$ cat config.mk
export PLATFORM = sky130hd
export DESIGN_NAME = lcd_decimal_field_writer_core
export DESIGN_NICKNAME = d
export VERILOG_FILES = /design/src/lcdw_pkg.sv /design/src/lcdw_datapath.sv /design/src/lcdw_ctrl.sv /design/src/lcd_decimal_field_writer_core.sv
export SDC_FILE = /design/constraint.sdc
export NUM_CORES = 1
export LEC_CHECK = 0
export BUFFER_PORTS_ARGS = -buffer_cell sky130_fd_sc_hd__buf_2
export CAP_MARGIN = 20
export CORE_MARGIN = 3
export CORE_UTILIZATION = 57
export CTS_CLUSTER_SIZE = 24
export DETAILED_ROUTE_END_ITERATION = 8
export GPL_TIMING_DRIVEN = 0
export PLACE_DENSITY = 0.78
export SLEW_MARGIN = 30
export SYNTH_ARGS = -nofsm -noshare
export SYNTH_HDL_FRONTEND = slang
export SYNTH_SLANG_ARGS = --single-unit
$ cat constraint.sdc
create_clock -name i_clk -period 6.15 [get_ports i_clk]
set_input_delay 0.615 -clock i_clk [delete_from_list [all_inputs] [get_ports i_clk]]
set_output_delay 0.615 -clock i_clk [all_outputs]
set_load 0.03 [all_outputs]
$ cat src/lcdw_pkg.sv
// Shared types and constants for the LCD decimal field writer.
package lcdw_pkg;

    localparam int ADDR_W      = 8;
    localparam int VALUE_W     = 16;
    localparam int COUNT_W     = 4;
    localparam int DIGIT_W     = 4;
    localparam int BYTE_W      = 8;
    localparam int PROD_W      = 32;
    localparam int RECIP_SHIFT = 19;

    localparam logic [VALUE_W-1:0] RECIP_TEN  = 16'd52429;
    localparam logic [BYTE_W-1:0]  ASCII_ZERO = 8'h30;

    typedef struct packed {
        logic load;
        logic conv;
        logic emit_cmd;
        logic emit_digit;
    } t_dp_cmd;

    typedef struct packed {
        logic count_zero;
        logic slot_last;
    } t_dp_status;

endpackage

$ cat src/lcdw_datapath.sv
// Datapath: digit extraction by reciprocal multiply, digit store and bus word register.
module lcdw_datapath
    import lcdw_pkg::*;
#(
    parameter int DIGIT_SLOTS = 8
) (
    input  logic               i_clk,
    input  logic               i_rst_n,
    input  t_dp_cmd            i_cmd,
    input  logic [ADDR_W-1:0]  i_ddram_address,
    input  logic [VALUE_W-1:0] i_value,
    input  logic [COUNT_W-1:0] i_digit_count,
    output t_dp_status         o_status,
    output logic               o_strobe,
    output logic               o_is_data,
    output logic [BYTE_W-1:0]  o_bus_byte,
    output logic               o_last
);

    localparam int SLOT_W = $clog2(DIGIT_SLOTS);
    localparam logic [COUNT_W-1:0] SLOTS_C   = COUNT_W'(DIGIT_SLOTS);
    localparam logic [SLOT_W-1:0]  SLOT_LAST = SLOT_W'(DIGIT_SLOTS - 1);

    logic [ADDR_W-1:0]  r_addr;
    logic [VALUE_W-1:0] r_rest;
    logic               r_count_zero;
    logic [SLOT_W-1:0]  r_slot;
    logic [DIGIT_W-1:0] r_digit [DIGIT_SLOTS];
    logic               r_strobe;
    logic               r_is_data;
    logic [BYTE_W-1:0]  r_byte;
    logic               r_last;

    logic [COUNT_W-1:0] w_count_sat;
    logic [COUNT_W-1:0] w_start_full;
    logic [PROD_W-1:0]  w_prod;
    logic [VALUE_W-1:0] w_quot;
    logic [VALUE_W-1:0] w_quot10;
    logic [DIGIT_W-1:0] w_rem;
    logic               w_slot_last;

    always_comb begin
        w_count_sat  = (i_digit_count > SLOTS_C) ? SLOTS_C : i_digit_count;
        w_start_full = SLOTS_C - w_count_sat;
        w_prod       = PROD_W'(r_rest) * PROD_W'(RECIP_TEN);
        w_quot       = VALUE_W'(w_prod >> RECIP_SHIFT);
        w_quot10     = (w_quot << 3) + (w_quot << 1);
        w_rem        = DIGIT_W'(r_rest - w_quot10);
        w_slot_last  = (r_slot == SLOT_LAST);
    end

    always_ff @(posedge i_clk) begin
        if (i_cmd.load) begin
            r_addr       <= i_ddram_address;
            r_rest       <= i_value;
            r_count_zero <= (w_count_sat == '0);
            r_slot       <= SLOT_W'(w_start_full);
        end
        if (i_cmd.conv) begin
            r_rest <= w_quot;
            for (int k = DIGIT_SLOTS - 1; k > 0; k--) begin
                r_digit[k] <= r_digit[k-1];
            end
            r_digit[0] <= w_rem;
        end
        if (i_cmd.emit_digit) begin
            r_slot <= r_slot + 1'b1;
        end
        r_is_data <= i_cmd.emit_digit;
        r_byte    <= i_cmd.emit_cmd ? r_addr
                                    : (ASCII_ZERO | BYTE_W'(r_digit[r_slot]));
        r_last    <= i_cmd.emit_cmd ? r_count_zero : w_slot_last;
    end

    always_ff @(posedge i_clk) begin
        if (!i_rst_n) begin
            r_strobe <= 1'b0;
        end else begin
            r_strobe <= i_cmd.emit_cmd | i_cmd.emit_digit;
        end
    end

    assign o_status.count_zero = r_count_zero;
    assign o_status.slot_last  = w_slot_last;
    assign o_strobe            = r_strobe;
    assign o_is_data           = r_is_data;
    assign o_bus_byte          = r_byte;
    assign o_last              = r_last;

`ifndef SYNTHESIS
    a_digit_ascii: assert property (@(posedge i_clk) disable iff (!i_rst_n)
        (o_strobe && o_is_data) |-> (o_bus_byte[7:4] == 4'h3 && o_bus_byte[3:0] <= 4'd9))
        else $error("data word is not an ASCII digit");
`endif

endmodule

$ cat src/lcdw_ctrl.sv
// Controller: sequences load, digit conversion and bus word emission.
module lcdw_ctrl
    import lcdw_pkg::*;
#(
    parameter int DIGIT_SLOTS = 8
) (
    input  logic       i_clk,
    input  logic       i_rst_n,
    input  logic       i_start,
    input  t_dp_status i_status,
    output logic       o_busy,
    output t_dp_cmd    o_cmd
);

    localparam int STEP_W = $clog2(DIGIT_SLOTS);
    localparam logic [STEP_W-1:0] STEP_LAST = STEP_W'(DIGIT_SLOTS - 1);

    typedef enum logic [2:0] {
        S_IDLE = 3'b001,
        S_CONV = 3'b010,
        S_EMIT = 3'b100
    } t_state;

    t_state            r_state, n_state;
    logic [STEP_W-1:0] r_step, n_step;

    always_comb begin
        n_state = r_state;
        n_step  = r_step;
        o_cmd   = '0;
        unique case (r_state)
            S_IDLE: begin
                if (i_start) begin
                    o_cmd.load = 1'b1;
                    n_step     = '0;
                    n_state    = S_CONV;
                end
            end
            S_CONV: begin
                o_cmd.conv     = 1'b1;
                o_cmd.emit_cmd = (r_step == '0);
                n_step         = r_step + 1'b1;
                priority if (r_step == '0 && i_status.count_zero) begin
                    n_state = S_IDLE;
                end else if (r_step == STEP_LAST) begin
                    n_state = S_EMIT;
                end
            end
            S_EMIT: begin
                o_cmd.emit_digit = 1'b1;
                if (i_status.slot_last) begin
                    n_state = S_IDLE;
                end
            end
            default: begin
                n_state = S_IDLE;
            end
        endcase
    end

    always_ff @(posedge i_clk) begin
        if (!i_rst_n) begin
            r_state <= S_IDLE;
            r_step  <= '0;
        end else begin
            r_state <= n_state;
            r_step  <= n_step;
        end
    end

    assign o_busy = (r_state != S_IDLE);

`ifndef SYNTHESIS
    a_accept_cmd: assert property (@(posedge i_clk) disable iff (!i_rst_n)
        (r_state == S_IDLE && i_start) |=> (r_state == S_CONV && o_cmd.emit_cmd))
        else $error("command word not issued after accept");
    a_emit_end: assert property (@(posedge i_clk) disable iff (!i_rst_n)
        (r_state == S_EMIT && i_status.slot_last) |=> (r_state == S_IDLE))
        else $error("run did not end after final digit");
    a_conv_done: assert property (@(posedge i_clk) disable iff (!i_rst_n)
        (r_state == S_EMIT && $past(r_state) == S_CONV) |-> ($past(r_step) == STEP_LAST))
        else $error("emission began before conversion finished");
`endif

endmodule

$ cat src/lcd_decimal_field_writer_core.sv
// Top level: LCD decimal field writer, controller plus datapath.
//
//  channel  | handshake                  | payload
//  ---------+----------------------------+-----------------------------------------
//  input    | start in, busy out         | i_ddram_address, i_value, i_digit_count
//  result   | o_strobe out, no stall     | o_is_data, o_bus_byte, o_last
//
// One word in flight at a time. Accept, then digit extraction for all
// DIGIT_SLOTS slots (one reciprocal multiply per digit), cut short when count
// is 0. The command word is picked in the first extraction step and, like
// each data word, is on the outputs in the cycle after it is picked.
// The receiver cannot stall the result channel.
// Synchronous active-low reset returns the controller to idle.
module lcd_decimal_field_writer_core
    import lcdw_pkg::*;
#(
    parameter int DIGIT_SLOTS = 8
) (
    input  logic               i_clk,
    input  logic               i_rst_n,
    input  logic               start,
    output logic               busy,
    input  logic [ADDR_W-1:0]  i_ddram_address,
    input  logic [VALUE_W-1:0] i_value,
    input  logic [COUNT_W-1:0] i_digit_count,
    output logic               o_strobe,
    output logic               o_is_data,
    output logic [BYTE_W-1:0]  o_bus_byte,
    output logic               o_last
);

    t_dp_cmd    w_cmd;
    t_dp_status w_status;

    lcdw_ctrl #(
        .DIGIT_SLOTS (DIGIT_SLOTS)
    ) u_ctrl (
        .i_clk    (i_clk),
        .i_rst_n  (i_rst_n),
        .i_start  (start),
        .i_status (w_status),
        .o_busy   (busy),
        .o_cmd    (w_cmd)
    );

    lcdw_datapath #(
        .DIGIT_SLOTS (DIGIT_SLOTS)
    ) u_datapath (
        .i_clk           (i_clk),
        .i_rst_n         (i_rst_n),
        .i_cmd           (w_cmd),
        .i_ddram_address (i_ddram_address),
        .i_value         (i_value),
        .i_digit_count   (i_digit_count),
        .o_status        (w_status),
        .o_strobe        (o_strobe),
        .o_is_data       (o_is_data),
        .o_bus_byte      (o_bus_byte),
        .o_last          (o_last)
    );

endmodule

==> results of run 1 <==
-- layout by cell type, fill, tap and decap left out, types with 4 or more instances in the layout --
| cell type | count |
|---|---|
| sky130_fd_sc_hd__fa_1 | 78 |
| sky130_fd_sc_hd__nand3_1 | 9 |
| sky130_fd_sc_hd__ha_1 | 128 |
| sky130_fd_sc_hd__nand2_1 | 34 |
| sky130_fd_sc_hd__clkbuf_1 | 7 |
| sky130_fd_sc_hd__buf_2 | 42 |
| sky130_fd_sc_hd__edfxtp_1 | 57 |
| sky130_fd_sc_hd__and3_1 | 4 |
| sky130_fd_sc_hd__mux2i_1 | 5 |
| sky130_fd_sc_hd__inv_1 | 163 |
| sky130_fd_sc_hd__ha_4 | 10 |
| sky130_fd_sc_hd__a21boi_0 | 4 |
| sky130_fd_sc_hd__inv_2 | 5 |
| sky130_fd_sc_hd__a21oi_2 | 4 |
| sky130_fd_sc_hd__xnor2_1 | 13 |
| sky130_fd_sc_hd__buf_4 | 36 |
| sky130_fd_sc_hd__o21ai_0 | 12 |
| sky130_fd_sc_hd__a21oi_1 | 16 |
| sky130_fd_sc_hd__mux4_2 | 8 |
| sky130_fd_sc_hd__nor2_1 | 17 |
| sky130_fd_sc_hd__dfxtp_1 | 22 |
| sky130_fd_sc_hd__clkbuf_16 | 9 |
| sky130_fd_sc_hd__xor2_1 | 9 |
| sky130_fd_sc_hd__mux2_2 | 4 |
-- synthesized netlist by cell type (all sizes together) (4+ instances only) --
cell	instances
a211oi	4
a21boi	4
a21oi	21
and3	4
clkbuf	7
dfxtp	23
edfxtp	57
fa	80
ha	140
inv	168
mux2	4
mux2i	5
mux4	8
nand2	34
nand3	9
nor2	18
o21ai	17
xnor2	15
xor2	9
-- how the worst max path moves through the flow --
stage,endpoint,start,cells after the start,slack [ns]
2_1_floorplan,u_datapath.r_rest[12]$_DFFE_PP_,u_datapath.r_rest[4]$_DFFE_PP_,19,0.06
3_3_place_gp,u_datapath.r_rest[12]$_DFFE_PP_,u_datapath.r_rest[3]$_DFFE_PP_,20,-0.37
3_5_place_dp,u_datapath.r_rest[12]$_DFFE_PP_,u_datapath.r_rest[4]$_DFFE_PP_,19,-0.42
4_1_cts,u_datapath.r_rest[12]$_DFFE_PP_,u_datapath.r_rest[3]$_DFFE_PP_,20,-0.01
5_1_grt,u_datapath.r_rest[12]$_DFFE_PP_,u_datapath.r_rest[8]$_DFFE_PP_,18,-0.18
6_report,u_datapath.r_rest[12]$_DFFE_PP_,u_datapath.r_rest[8]$_DFFE_PP_,18,-0.07
-- registers in the layout (all words and copies together), names as in the netlist, named ones only --
signal and flops:
u_datapath.r_digit 32, u_datapath.r_rest 16, u_datapath.o_bus_byte 8, u_datapath.r_addr 8, u_ctrl.r_state 3, u_ctrl.r_step 3
u_datapath.r_slot 3, u_datapath.o_is_data 1, u_datapath.o_last 1, u_datapath.o_strobe 1, u_datapath.r_count_zero 1
-- cells by family (layout without fill, tap and decap cells) --
logic type | Yosys count | after routing | share of synthesized area
buffers and inverters | 176 | 272 | 0.0885
adders and majority gates | 220 | 220 | 0.449
muxes | 17 | 17 | 0.0369
xor gates and xnor gates | 24 | 24 | 0.0282
DFF | 80 | 80 | 0.291
and+or+nand+nor | 83 | 83 | 0.0520
AOI/OAI and AO/OA | 61 | 61 | 0.0542
-- worst register-to-register path, stage by stage (launching register included) --
cell	delay [ns]
sky130_fd_sc_hd__edfxtp_1	0.45
sky130_fd_sc_hd__buf_4	0.19
sky130_fd_sc_hd__ha_4	0.28
sky130_fd_sc_hd__inv_2	0.06
sky130_fd_sc_hd__fa_2	0.52
sky130_fd_sc_hd__inv_1	0.05
sky130_fd_sc_hd__fa_1	0.50
sky130_fd_sc_hd__fa_2	0.45
sky130_fd_sc_hd__fa_1	0.52
sky130_fd_sc_hd__fa_1	0.52
sky130_fd_sc_hd__ha_1	0.29
sky130_fd_sc_hd__or4_4	0.46
sky130_fd_sc_hd__o31ai_4	0.29
sky130_fd_sc_hd__a21oi_4	0.07
sky130_fd_sc_hd__a221oi_4	0.33
sky130_fd_sc_hd__o21ai_2	0.12
sky130_fd_sc_hd__a311o_1	0.37
sky130_fd_sc_hd__or4_1	0.54
sky130_fd_sc_hd__nand3_1	0.08
-- routing by layer --
layer / vias to the layer above / part of all wire / global-route usage / wire (um)
met1: 2470 / 0.42 / 0.297 / 6800
met3: 27 / 0.043 / 0.0365 / 700
met2: 115 / 0.52 / 0.402 / 8400
li1: 2338 / - / - / -
met5: - / 0 / 0 / 0
met4: 0 / 0.023 / 0.0609 / 376
-- repair_timing --
| action | 4_1_cts | 5_1_grt |
|---|---|---|
| endpoints found under the setup margin | 8 | 8 |
| gates resized for setup | 8 | 35 |
| setup buffers | 19 | 18 |
| pin swaps | 7 | 33 |
-- stage by stage --
stage	hold slack, ns	cells
floorplan	0.407	661
global placement	0.410	875
detailed placement	0.420	876
CTS	0.430	911
global route	0.440	929
finish	0.439	929
-- layout make-up --
| cell class | instances | area [um2] | area share |
|---|---|---|---|
| buffer | 8 | 31.3 | 0.00359 |
| clock buffer | 11 | 243 | 0.0279 |
| clock inverter | 5 | 56.3 | 0.00647 |
| inverter | 168 | 631 | 0.0725 |
| multi-input combinational | 405 | 4840 | 0.556 |
| sequential | 80 | 2170 | 0.250 |
| tap | 172 | 215 | 0.0247 |
| timing repair buffer | 80 | 512 | 0.0588 |
==> impl_results.md, run 1 <==
- Outcome: finished, violations left
- Violated checks: negative setup slack
- Net count after synthesis: 912
- Number of remaining DRC errors: 0
- Layout-stage area growth over the synthesis result: 16.6%
- Total grt overflow: 0
- R2r setup slk: -0.07 ns
- Clock-pin slew on the worst setup and hold paths: 0.06 ns
- Antenna-violating nets left: 0
- Final setup skew: 0.00967 ns
- Largest cells by area after synthesis: sky130_fd_sc_hd__ha_1 23%, sky130_fd_sc_hd__edfxtp_1 23%, sky130_fd_sc_hd__fa_1 21%
- Final Routed Wirelength: 16.3 mm
- Final Max Slew Viols: 0
- Family of cells with the greatest summed delay on the critical path: adder cells
- Cell type with the largest total area after synthesis: sky130_fd_sc_hd__ha_1
- Ys flop type: sky130_fd_sc_hd__edfxtp_1
- Number of buffer and inverter stages on the critical path: 3
- Core outline area: 12,700 um2
- Relative max-transition margin: 0.511
- Antenna violations before repair: 0
- Share of the synthesized area in the top cell type: 0.235
- Max Buffers Root-to-Sink: 2
- Weighted congestion reported at the end of routability-driven placement: about 1
- Endpoint required time on the critical path: roughly 6.4 ns
- Fill cell count: 933
- Worst-margin pin slew: 0.733 ns
- Die footprint: about 15,000 um2
- Final instance area: 8700 um2
- Wire length of the first global-routing pass: 25.6 mm
- Startpoint of the worst hold path: u_datapath.r_addr[4]$_DFFE_PP_
- Top cell by count, worst path: sky130_fd_sc_hd__fa_1
- Hold Path Stages: 1
- Share of the clock period used by the worst path: 1.01
- YS warnings: 0
- Hold violation total from the final report: 0
- Syn Area/Cell: 11.3 um2
- Final design utilization: 0.684
- Chip height: 120 um
- # nets final: 1,003
- Antenna diode count: 0
- Max-cap viol count: 0
- End of the worst register-to-register path: u_datapath.r_rest[12]$_DFFE_PP_
- Via/cell ratio: approximately 5.3
- TritonCTS clock tree: built
- Worst Path Arrival: 6.42 ns
- Final worst slack: -0.0712 ns
- Clock sink count: 80
- Type of origin of the critical path: flop
- Worst-Skew Late Latency: 0.34 ns
- Share of flip-flops with an asynchronous set or reset after synthesis: 0
- Synth unique cells: 44
- Register-to-Register Path Depth: 18
- Number of H-tree levels: 3
- Largest net degree at the start of global routing: 31
- # hold bufs at CTS: 0
- Clock root buffer master: sky130_fd_sc_hd__clkbuf_16
- EDFF count, synth: 57
- Cell chain of the critical path: buf_4 -> ha_4 -> inv_2 -> fa_2 -> inv_1 -> fa_1 -> fa_2 -> fa_1 -> fa_1 -> ha_1 -> or4_4 -> o31ai_4 -> a21oi_4 -> a221oi_4 -> o21ai_2 -> a311o_1 -> or4_1 -> nand3_1
- Setup Total Neg Slack: -0.113 ns
- Overall Global Routing Usage: 0.229
- Number of DRC markers in iteration 0: 324
- End point of the worst hold path: u_datapath.o_bus_byte[4]$_SDFF_PN1_
- Register area share after synthesis: 0.291
- Half-perimeter wire length of the detailed placement result: 12.6 mm
- Maximum net fanout on the critical path: 2
- Critical path class: flop to flop
- Routed wire length per instance: 17.5 um
- Die width: 120 um
- Cell Area, Synth: 7460 um2
- Gate count of the mapped netlist: 661
- Highest cell delay on the worst timing path: 0.53 ns
- Sort of element at the end of the critical path: flop
- Min Tclk post-route: 6.22 ns
- FMAX: about 0.16 GHz
- Rows: 41
- Placement Setup Slack: -0.418 ns
- Vias in the first global route: 5,268
- Unrepaired setup endpoints after global routing: yes
- Number of buffers added by the clock tree synthesis step: 9
- Proportion of layout cells with a drive suffix above 1: 0.196
- Endpoints failing setup: 2
- Detailed-router iteration count before antenna repair: 4
- Reg-to-reg critical path startpoint: u_datapath.r_rest[8]$_DFFE_PP_
- Starting density of the core: 0.587
- Highest-delay cell along the critical path: sky130_fd_sc_hd__or4_1
- Kind of path behind the tightest hold check: flop to flop
- Yosys reg bits: 80
- Number of primary I/O pins: 43
- Via count: 4,950
- Area after detailed placement: between 7000 and 8000 um2
- Port Buffer Count: between 40 and 50
Power of run 1 is not shown: default switching activity piles up to over one toggle a cycle in this logic, so the estimate is an artifact.
==> run 2: changes to the inputs <==
--- a/config.mk
+++ b/config.mk
@@ -7,12 +7,14 @@
 export LEC_CHECK = 0
 export BUFFER_PORTS_ARGS = -buffer_cell sky130_fd_sc_hd__buf_2
 export CAP_MARGIN = 20
+export CELL_PAD_IN_SITES_DETAIL_PLACEMENT = 1
+export CELL_PAD_IN_SITES_GLOBAL_PLACEMENT = 1
 export CORE_MARGIN = 3
-export CORE_UTILIZATION = 57
+export CORE_UTILIZATION = 46
 export CTS_CLUSTER_SIZE = 24
 export DETAILED_ROUTE_END_ITERATION = 8
 export GPL_TIMING_DRIVEN = 0
-export PLACE_DENSITY = 0.78
+export PLACE_DENSITY_LB_ADDON = 0.1
 export SLEW_MARGIN = 30
 export SYNTH_ARGS = -nofsm -noshare
 export SYNTH_HDL_FRONTEND = slang
==> run 2 against run 1 <==
Net effect:
- the flow still finishes with violations (negative setup slack)
- critical path depth is 1 higher
- via count is 0.26% higher
- largest cell class unchanged
- clock-buffer cell count is 2 higher
- final area is 1.8% higher
- hold slack worse by 0.0096 ns
- critical endpoint unchanged
- die area is 23% higher
- non-clock buffer count is 2 higher
- wire length is 12% higher
- first-iteration DRC count is 52% lower
==> impl_results.md, run 2 (same netlist as run 1, synthesis figures left out) <==
- Outcome: finished, violations left
- Violated checks: negative setup slack
- Antenna diode count: 0
- Final worst slack: -0.000108 ns
- Storage cell area: 2170 um2
- Weighted congestion reported at the end of routability-driven placement: 0.900
- Half-perimeter wire length of the detailed placement result: 14.5 mm
- Die footprint: 17,800 um2
- Hold Path Stages: 1
- Final Routed Wirelength: 18.3 mm
- Critical path class: flop to flop
- Worst-margin pin slew: 0.699 ns
- Largest net degree at the start of global routing: 26
- Area after detailed placement: 7970 um2
- Placement Setup Slack: -0.510 ns
- Total grt overflow: 0
- Wire length of the first global-routing pass: 30.0 mm
- Clock-pin slew on the worst setup and hold paths: 0.06 ns
- Starting density of the core: 0.480
- Number of buffer and inverter stages on the critical path: 4
- Most crowded layer after global routing: met2
- Leading cell types in the layout, fill and taps excluded: 157 x sky130_fd_sc_hd__inv_1, 124 x sky130_fd_sc_hd__ha_1, 76 x sky130_fd_sc_hd__fa_1
- Chip height: 133 um
- Final instance area: 8850 um2
- Post-Layout Cell Count: 970
- Area taken by multi-input logic gates: 4890 um2
- Number of H-tree levels: 3
- Detailed-router iteration count before antenna repair: 4
- Final Max Slew Viols: 0
- Port Buffer Count: 42
- Endpoints failing setup: 1
- Met3 demand-to-capacity share in global routing: 0.0397
- # nets final: about 1,000
- # hold bufs at CTS: 0
- Overall Global Routing Usage: 0.219
- Number of remaining DRC errors: 0
- Share of the clock period used by the worst path: 1.00
- Die width: around 130 um
- Clock sink count: 80
- Global-route met2 utilization: 0.385
- Antenna violations before repair: 0
- Met1 global-route usage: 0.276
- Via count: 4,963
- Hold violation total from the final report: 0
- Clock root buffer master: sky130_fd_sc_hd__clkbuf_16
- Highest cell delay on the worst timing path: about 0.58 ns
- Top cell by count, worst path: sky130_fd_sc_hd__fa_1
- Max-cap viol count: 0
- Cell chain of the critical path: buf_4 -> buf_4 -> ha_4 -> inv_1 -> fa_1 -> fa_1 -> fa_1 -> inv_1 -> fa_1 -> ha_1 -> ha_2 -> or4_4 -> o31ai_4 -> a21oi_4 -> a221oi_4 -> o21ai_2 -> a311o_1 -> or4_4 -> nand3_2
- Number of flip-flops in the largest register: 32
- Min Tclk post-route: 6.15 ns
- Vias in the first global route: between 5,000 and 6,000
- Family of cells with the greatest summed delay on the critical path: adder cells
- Leading cell type in the layout, fill and taps excluded: sky130_fd_sc_hd__inv_1
- Endpoint required time on the critical path: 6.35 ns
- Maximum net fanout on the critical path: 5
- Worst hold slack after final layout: 0.429 ns
- Regs by FF count: u_datapath.r_digit x32, u_datapath.r_rest x16
- TritonCTS clock tree: built
- Rows: 45
- Top reg by flops: u_datapath.r_digit
- Number of primary I/O pins: 43
- Number of buffers added by the clock tree synthesis step: 9
- FMAX: 0.163 GHz
- Kind of path behind the tightest hold check: flop to flop
- Antenna-violating nets left: 0
- Number of placed cells counting well taps: 915
- Routed wire length per instance: 18.8 um
- Relative max-transition margin: 0.534
- Number of DRC markers in iteration 0: 155
- Fill cell count: 1,692
- Core outline area: 15,500 um2
- Type of origin of the critical path: flop
- Worst Path Arrival: 6.35 ns
- Proportion of layout cells with a drive suffix above 1: 0.217
- Max Buffers Root-to-Sink: 2
- Worst-Skew Late Latency: 0.33 ns
- Final setup skew: 0.00650 ns
- Unrepaired setup endpoints after global routing: yes
- Register-to-Register Path Depth: 19
- Highest-delay cell along the critical path: sky130_fd_sc_hd__or4_4
- Via/cell ratio: 5.12
- Depth of the critical timing path with buffers and inverters included: 19
- Sort of element at the end of the critical path: flop
- Layout-stage area growth over the synthesis result: 18.6%
## run 2: cell types whose count changed in the layout (fill, tap and decap cells not counted), sizes merged
cell,before,now
clkinv,2,1
inv,169,168
buf,81,83
clkbuf,18,20
## run 2: final timing paths
path / slack [ns] / startpoint / end
hold reg to reg: 0.43 / u_datapath.r_addr[5]$_DFFE_PP_ / u_datapath.o_bus_byte[5]$_SDFF_PN1_
setup reg to reg: -0.0001 / u_datapath.r_rest[5]$_DFFE_PP_ / u_datapath.r_rest[12]$_DFFE_PP_
hold / removal: 0.43 / u_datapath.r_addr[5]$_DFFE_PP_ / u_datapath.o_bus_byte[5]$_SDFF_PN1_
setup / recovery: -0.0001 / u_datapath.r_rest[5]$_DFFE_PP_ / u_datapath.r_rest[12]$_DFFE_PP_
## run 2: cell type report
cell class	instances	area share
clock buffer	13	0.0319
clock inverter	3	0.00495
sequential	80	0.246
tap	211	0.0298
timing repair buffer	82	0.0603
multi-input combinational	405	0.552
inverter	168	0.0716
buffer	8	0.00353
## run 2: worst register-to-register path, cell delays in order, from the launching register on
cell,delay (ns)
sky130_fd_sc_hd__edfxtp_1,0.42
sky130_fd_sc_hd__buf_4,0.17
sky130_fd_sc_hd__buf_4,0.17
sky130_fd_sc_hd__ha_4,0.30
sky130_fd_sc_hd__inv_1,0.05
sky130_fd_sc_hd__fa_1,0.50
sky130_fd_sc_hd__fa_1,0.46
sky130_fd_sc_hd__fa_1,0.55
sky130_fd_sc_hd__inv_1,0.05
sky130_fd_sc_hd__fa_1,0.50
sky130_fd_sc_hd__ha_1,0.32
sky130_fd_sc_hd__ha_2,0.22
sky130_fd_sc_hd__or4_4,0.58
sky130_fd_sc_hd__o31ai_4,0.24
sky130_fd_sc_hd__a21oi_4,0.07
sky130_fd_sc_hd__a221oi_4,0.33
sky130_fd_sc_hd__o21ai_2,0.12
sky130_fd_sc_hd__a311o_1,0.41
sky130_fd_sc_hd__or4_4,0.50
sky130_fd_sc_hd__nand3_2,0.07
## run 2: through the flow
step / util / TNS (ns)
floorplan: - / 0
global placement: 0.511 / -1.61
detailed placement: 0.513 / -1.94
CTS: 0.560 / 0
global route: 0.570 / -0.317
finish: 0.570 / -0.000108
## run 2: routing by layer
metal / share of wire / vias to the layer above
met5: 0 / -
met4: 0.027 / 0
met3: 0.038 / 34
met2: 0.51 / 104
met1: 0.43 / 2480
li1: - / 2345
## run 2: timing repair
action                     CTS  global route
buffers inserted            31             8
gates resized for setup     34            25
setup endpoints to repair    8             7
pin swaps                   25            28
Power of run 2 is left out for the same reason.
==> run 3: changes to the inputs <==
--- a/config.mk
+++ b/config.mk
@@ -15,6 +15,7 @@
 export DETAILED_ROUTE_END_ITERATION = 8
 export GPL_TIMING_DRIVEN = 0
 export PLACE_DENSITY_LB_ADDON = 0.1
+export SKIP_LAST_GASP = 1
 export SLEW_MARGIN = 30
 export SYNTH_ARGS = -nofsm -noshare
 export SYNTH_HDL_FRONTEND = slang
==> run 3 against run 2 <==
Net effect:
- the run still ends with negative setup slack left
- wire length barely moved
- clock skew barely moved
- final area fell by 0.27%
- hold slack barely moved
- non-clock buffer count did not move
- critical endpoint unchanged
==> impl_results.md, run 3 (same netlist as run 1, synthesis figures left out) <==
- Met3 demand-to-capacity share in global routing: 0.0397
- Endpoints failing setup: 1
- Global-route met2 utilization: 0.385
- Hold violation total from the final report: 0
- Number of primary I/O pins: 43
- Worst-Skew Late Latency: 0.33 ns
- Proportion of layout cells with a drive suffix above 1: 0.211
- Critical path class: flop to flop
- Antenna violations before repair: 0
- Antenna-violating nets left: 0
- Die footprint: roughly 18,000 um2
- Relative max-transition margin: 0.533
- Fill cell count: 1,695
- Overall Global Routing Usage: 0.219
- Highest cell delay on the worst timing path: roughly 0.57 ns
- Detailed-router iteration count before antenna repair: 4
- Max Buffers Root-to-Sink: 2
- Via/cell ratio: 5.10
- Highest-delay cell along the critical path: sky130_fd_sc_hd__fa_2
- # nets final: ~1,000
- Number of flip-flops in the largest register: 32
- Vias in the first global route: 5,732
- Violated checks: negative setup slack
- Unrepaired setup endpoints after global routing: yes
- Core outline area: about 16,000 um2
- # hold bufs at CTS: 0
- Min Tclk post-route: ~6.2 ns
- Most crowded layer after global routing: met2
- Maximum net fanout on the critical path: 4
- Top cell by count, worst path: sky130_fd_sc_hd__fa_2
- Final Max Slew Viols: 0
- Clock sink count: 80
- Leading cell types in the layout, fill and taps excluded: 159 x sky130_fd_sc_hd__inv_1, 124 x sky130_fd_sc_hd__ha_1, 76 x sky130_fd_sc_hd__fa_1
- Type of origin of the critical path: flop
- Final worst slack: -0.0170 ns
- Die width: 133 um
- Starting density of the core: 0.480
- Number of buffers added by the clock tree synthesis step: 9
- Worst hold slack after final layout: 0.429 ns
- Antenna diode count: 0
- Chip height: 133 um
- Port Buffer Count: between 40 and 50
- Endpoint required time on the critical path: around 6.4 ns
- Largest net degree at the start of global routing: 26
- FMAX: 0.162 GHz
- Rows: 45
- Half-perimeter wire length of the detailed placement result: roughly 14 mm
- Clock root buffer master: sky130_fd_sc_hd__clkbuf_16
- Outcome: finished, violations left
- Final design utilization: 0.568
- Routed wire length per instance: 18.9 um
- Final setup skew: 0.00652 ns
- Regs by FF count: u_datapath.r_digit x32, u_datapath.r_rest x16
- Kind of path behind the tightest hold check: flop to flop
- Number of H-tree levels: 3
- Setup Total Neg Slack: -0.0170 ns
- Met1 global-route usage: 0.276
- Wire length of the first global-routing pass: 30.0 mm
- TritonCTS clock tree: built
- Number of buffer and inverter stages on the critical path: 2
- Top reg by flops: u_datapath.r_digit
- Total grt overflow: 0
- Cell chain of the critical path: ha_4 -> inv_2 -> fa_2 -> inv_2 -> fa_2 -> fa_2 -> fa_1 -> fa_2 -> ha_2 -> or4_4 -> o31ai_4 -> a21oi_4 -> a221oi_4 -> o21ai_2 -> a311o_1 -> or4_4 -> nand3_2
- Number of DRC markers in iteration 0: 162
- Sort of element at the end of the critical path: flop
- Family of cells with the greatest summed delay on the critical path: adder cells
- Max-cap viol count: 0
- Worst-margin pin slew: 0.700 ns
- Number of remaining DRC errors: 0
- Weighted congestion reported at the end of routability-driven placement: 0.900
- Via count: 4,945
- Leading cell type in the layout, fill and taps excluded: sky130_fd_sc_hd__inv_1
- Clock-pin slew on the worst setup and hold paths: 0.06 ns
- Layout-stage area growth over the synthesis result: 18.3%
- Share of the clock period used by the worst path: 1.00
- Final Routed Wirelength: 18.3 mm
- Worst Path Arrival: 6.37 ns
-- run 3: what timing repair did --
| action | in CTS | in global routing |
|---|---|---|
| gates resized for setup | 34 | 18 |
| endpoints found under the setup margin | 8 | 7 |
| setup buffers | 31 | 8 |
| pin swaps | 25 | 28 |
| cloned | 0 | 0 |
-- run 3: cell type report --
type                    instances  area, um2  area share
repair buffers                 82        534      0.0605
clock buffers                  13        283      0.0320
well taps                     211        264      0.0299
plain buffers                   8       31.3     0.00354
multi-input cells             405       4870       0.551
flip-flops and latches         80       2170       0.246
inverters                     168        634      0.0718
clock inverters                 3       43.8     0.00496
-- run 3: path summary, 6_finish.rpt --
check / start / end / slack [ns] / depth (start not counted)
setup / recovery: u_datapath.r_rest[7]$_DFFE_PP_ / u_datapath.r_rest[12]$_DFFE_PP_ / -0.02 / 17
hold / removal: u_datapath.r_addr[5]$_DFFE_PP_ / u_datapath.o_bus_byte[5]$_SDFF_PN1_ / 0.43 / 1
setup reg to reg: u_datapath.r_rest[7]$_DFFE_PP_ / u_datapath.r_rest[12]$_DFFE_PP_ / -0.02 / 17
hold reg to reg: u_datapath.r_addr[5]$_DFFE_PP_ / u_datapath.o_bus_byte[5]$_SDFF_PN1_ / 0.43 / 1
-- run 3: per-stage QoR --
| stage | worst slack, ns | cells | area [um2] |
|---|---|---|---|
| finish | -0.0170 | 970 | 8830 |
| global route | -0.185 | 970 | 8830 |
| CTS | 0.00216 | 962 | 8700 |
| detailed placement | -0.510 | 915 | 7970 |
| global placement | -0.425 | 914 | 7940 |
| floorplan | 0.0576 | 661 | 7460 |
-- run 3: layer usage --
layer	up-vias	routed length, um
met1	2460	7710
met3	36	788
li1	2345	-
met2	104	9250
met5	-	0
met4	0	537
-- run 3: worst register-to-register path, cell delays in order (launching register included) --
cell                       delay [ns]
sky130_fd_sc_hd__edfxtp_1        0.54
sky130_fd_sc_hd__ha_4            0.35
sky130_fd_sc_hd__inv_2           0.06
sky130_fd_sc_hd__fa_2            0.54
sky130_fd_sc_hd__inv_2           0.04
sky130_fd_sc_hd__fa_2            0.57
sky130_fd_sc_hd__fa_2            0.45
sky130_fd_sc_hd__fa_1            0.51
sky130_fd_sc_hd__fa_2            0.44
sky130_fd_sc_hd__ha_2            0.23
sky130_fd_sc_hd__or4_4           0.56
sky130_fd_sc_hd__o31ai_4         0.23
sky130_fd_sc_hd__a21oi_4         0.07
sky130_fd_sc_hd__a221oi_4        0.33
sky130_fd_sc_hd__o21ai_2         0.12
sky130_fd_sc_hd__a311o_1         0.41
sky130_fd_sc_hd__or4_4           0.50
sky130_fd_sc_hd__nand3_2         0.07
Power of run 3 is left out for the same reason.
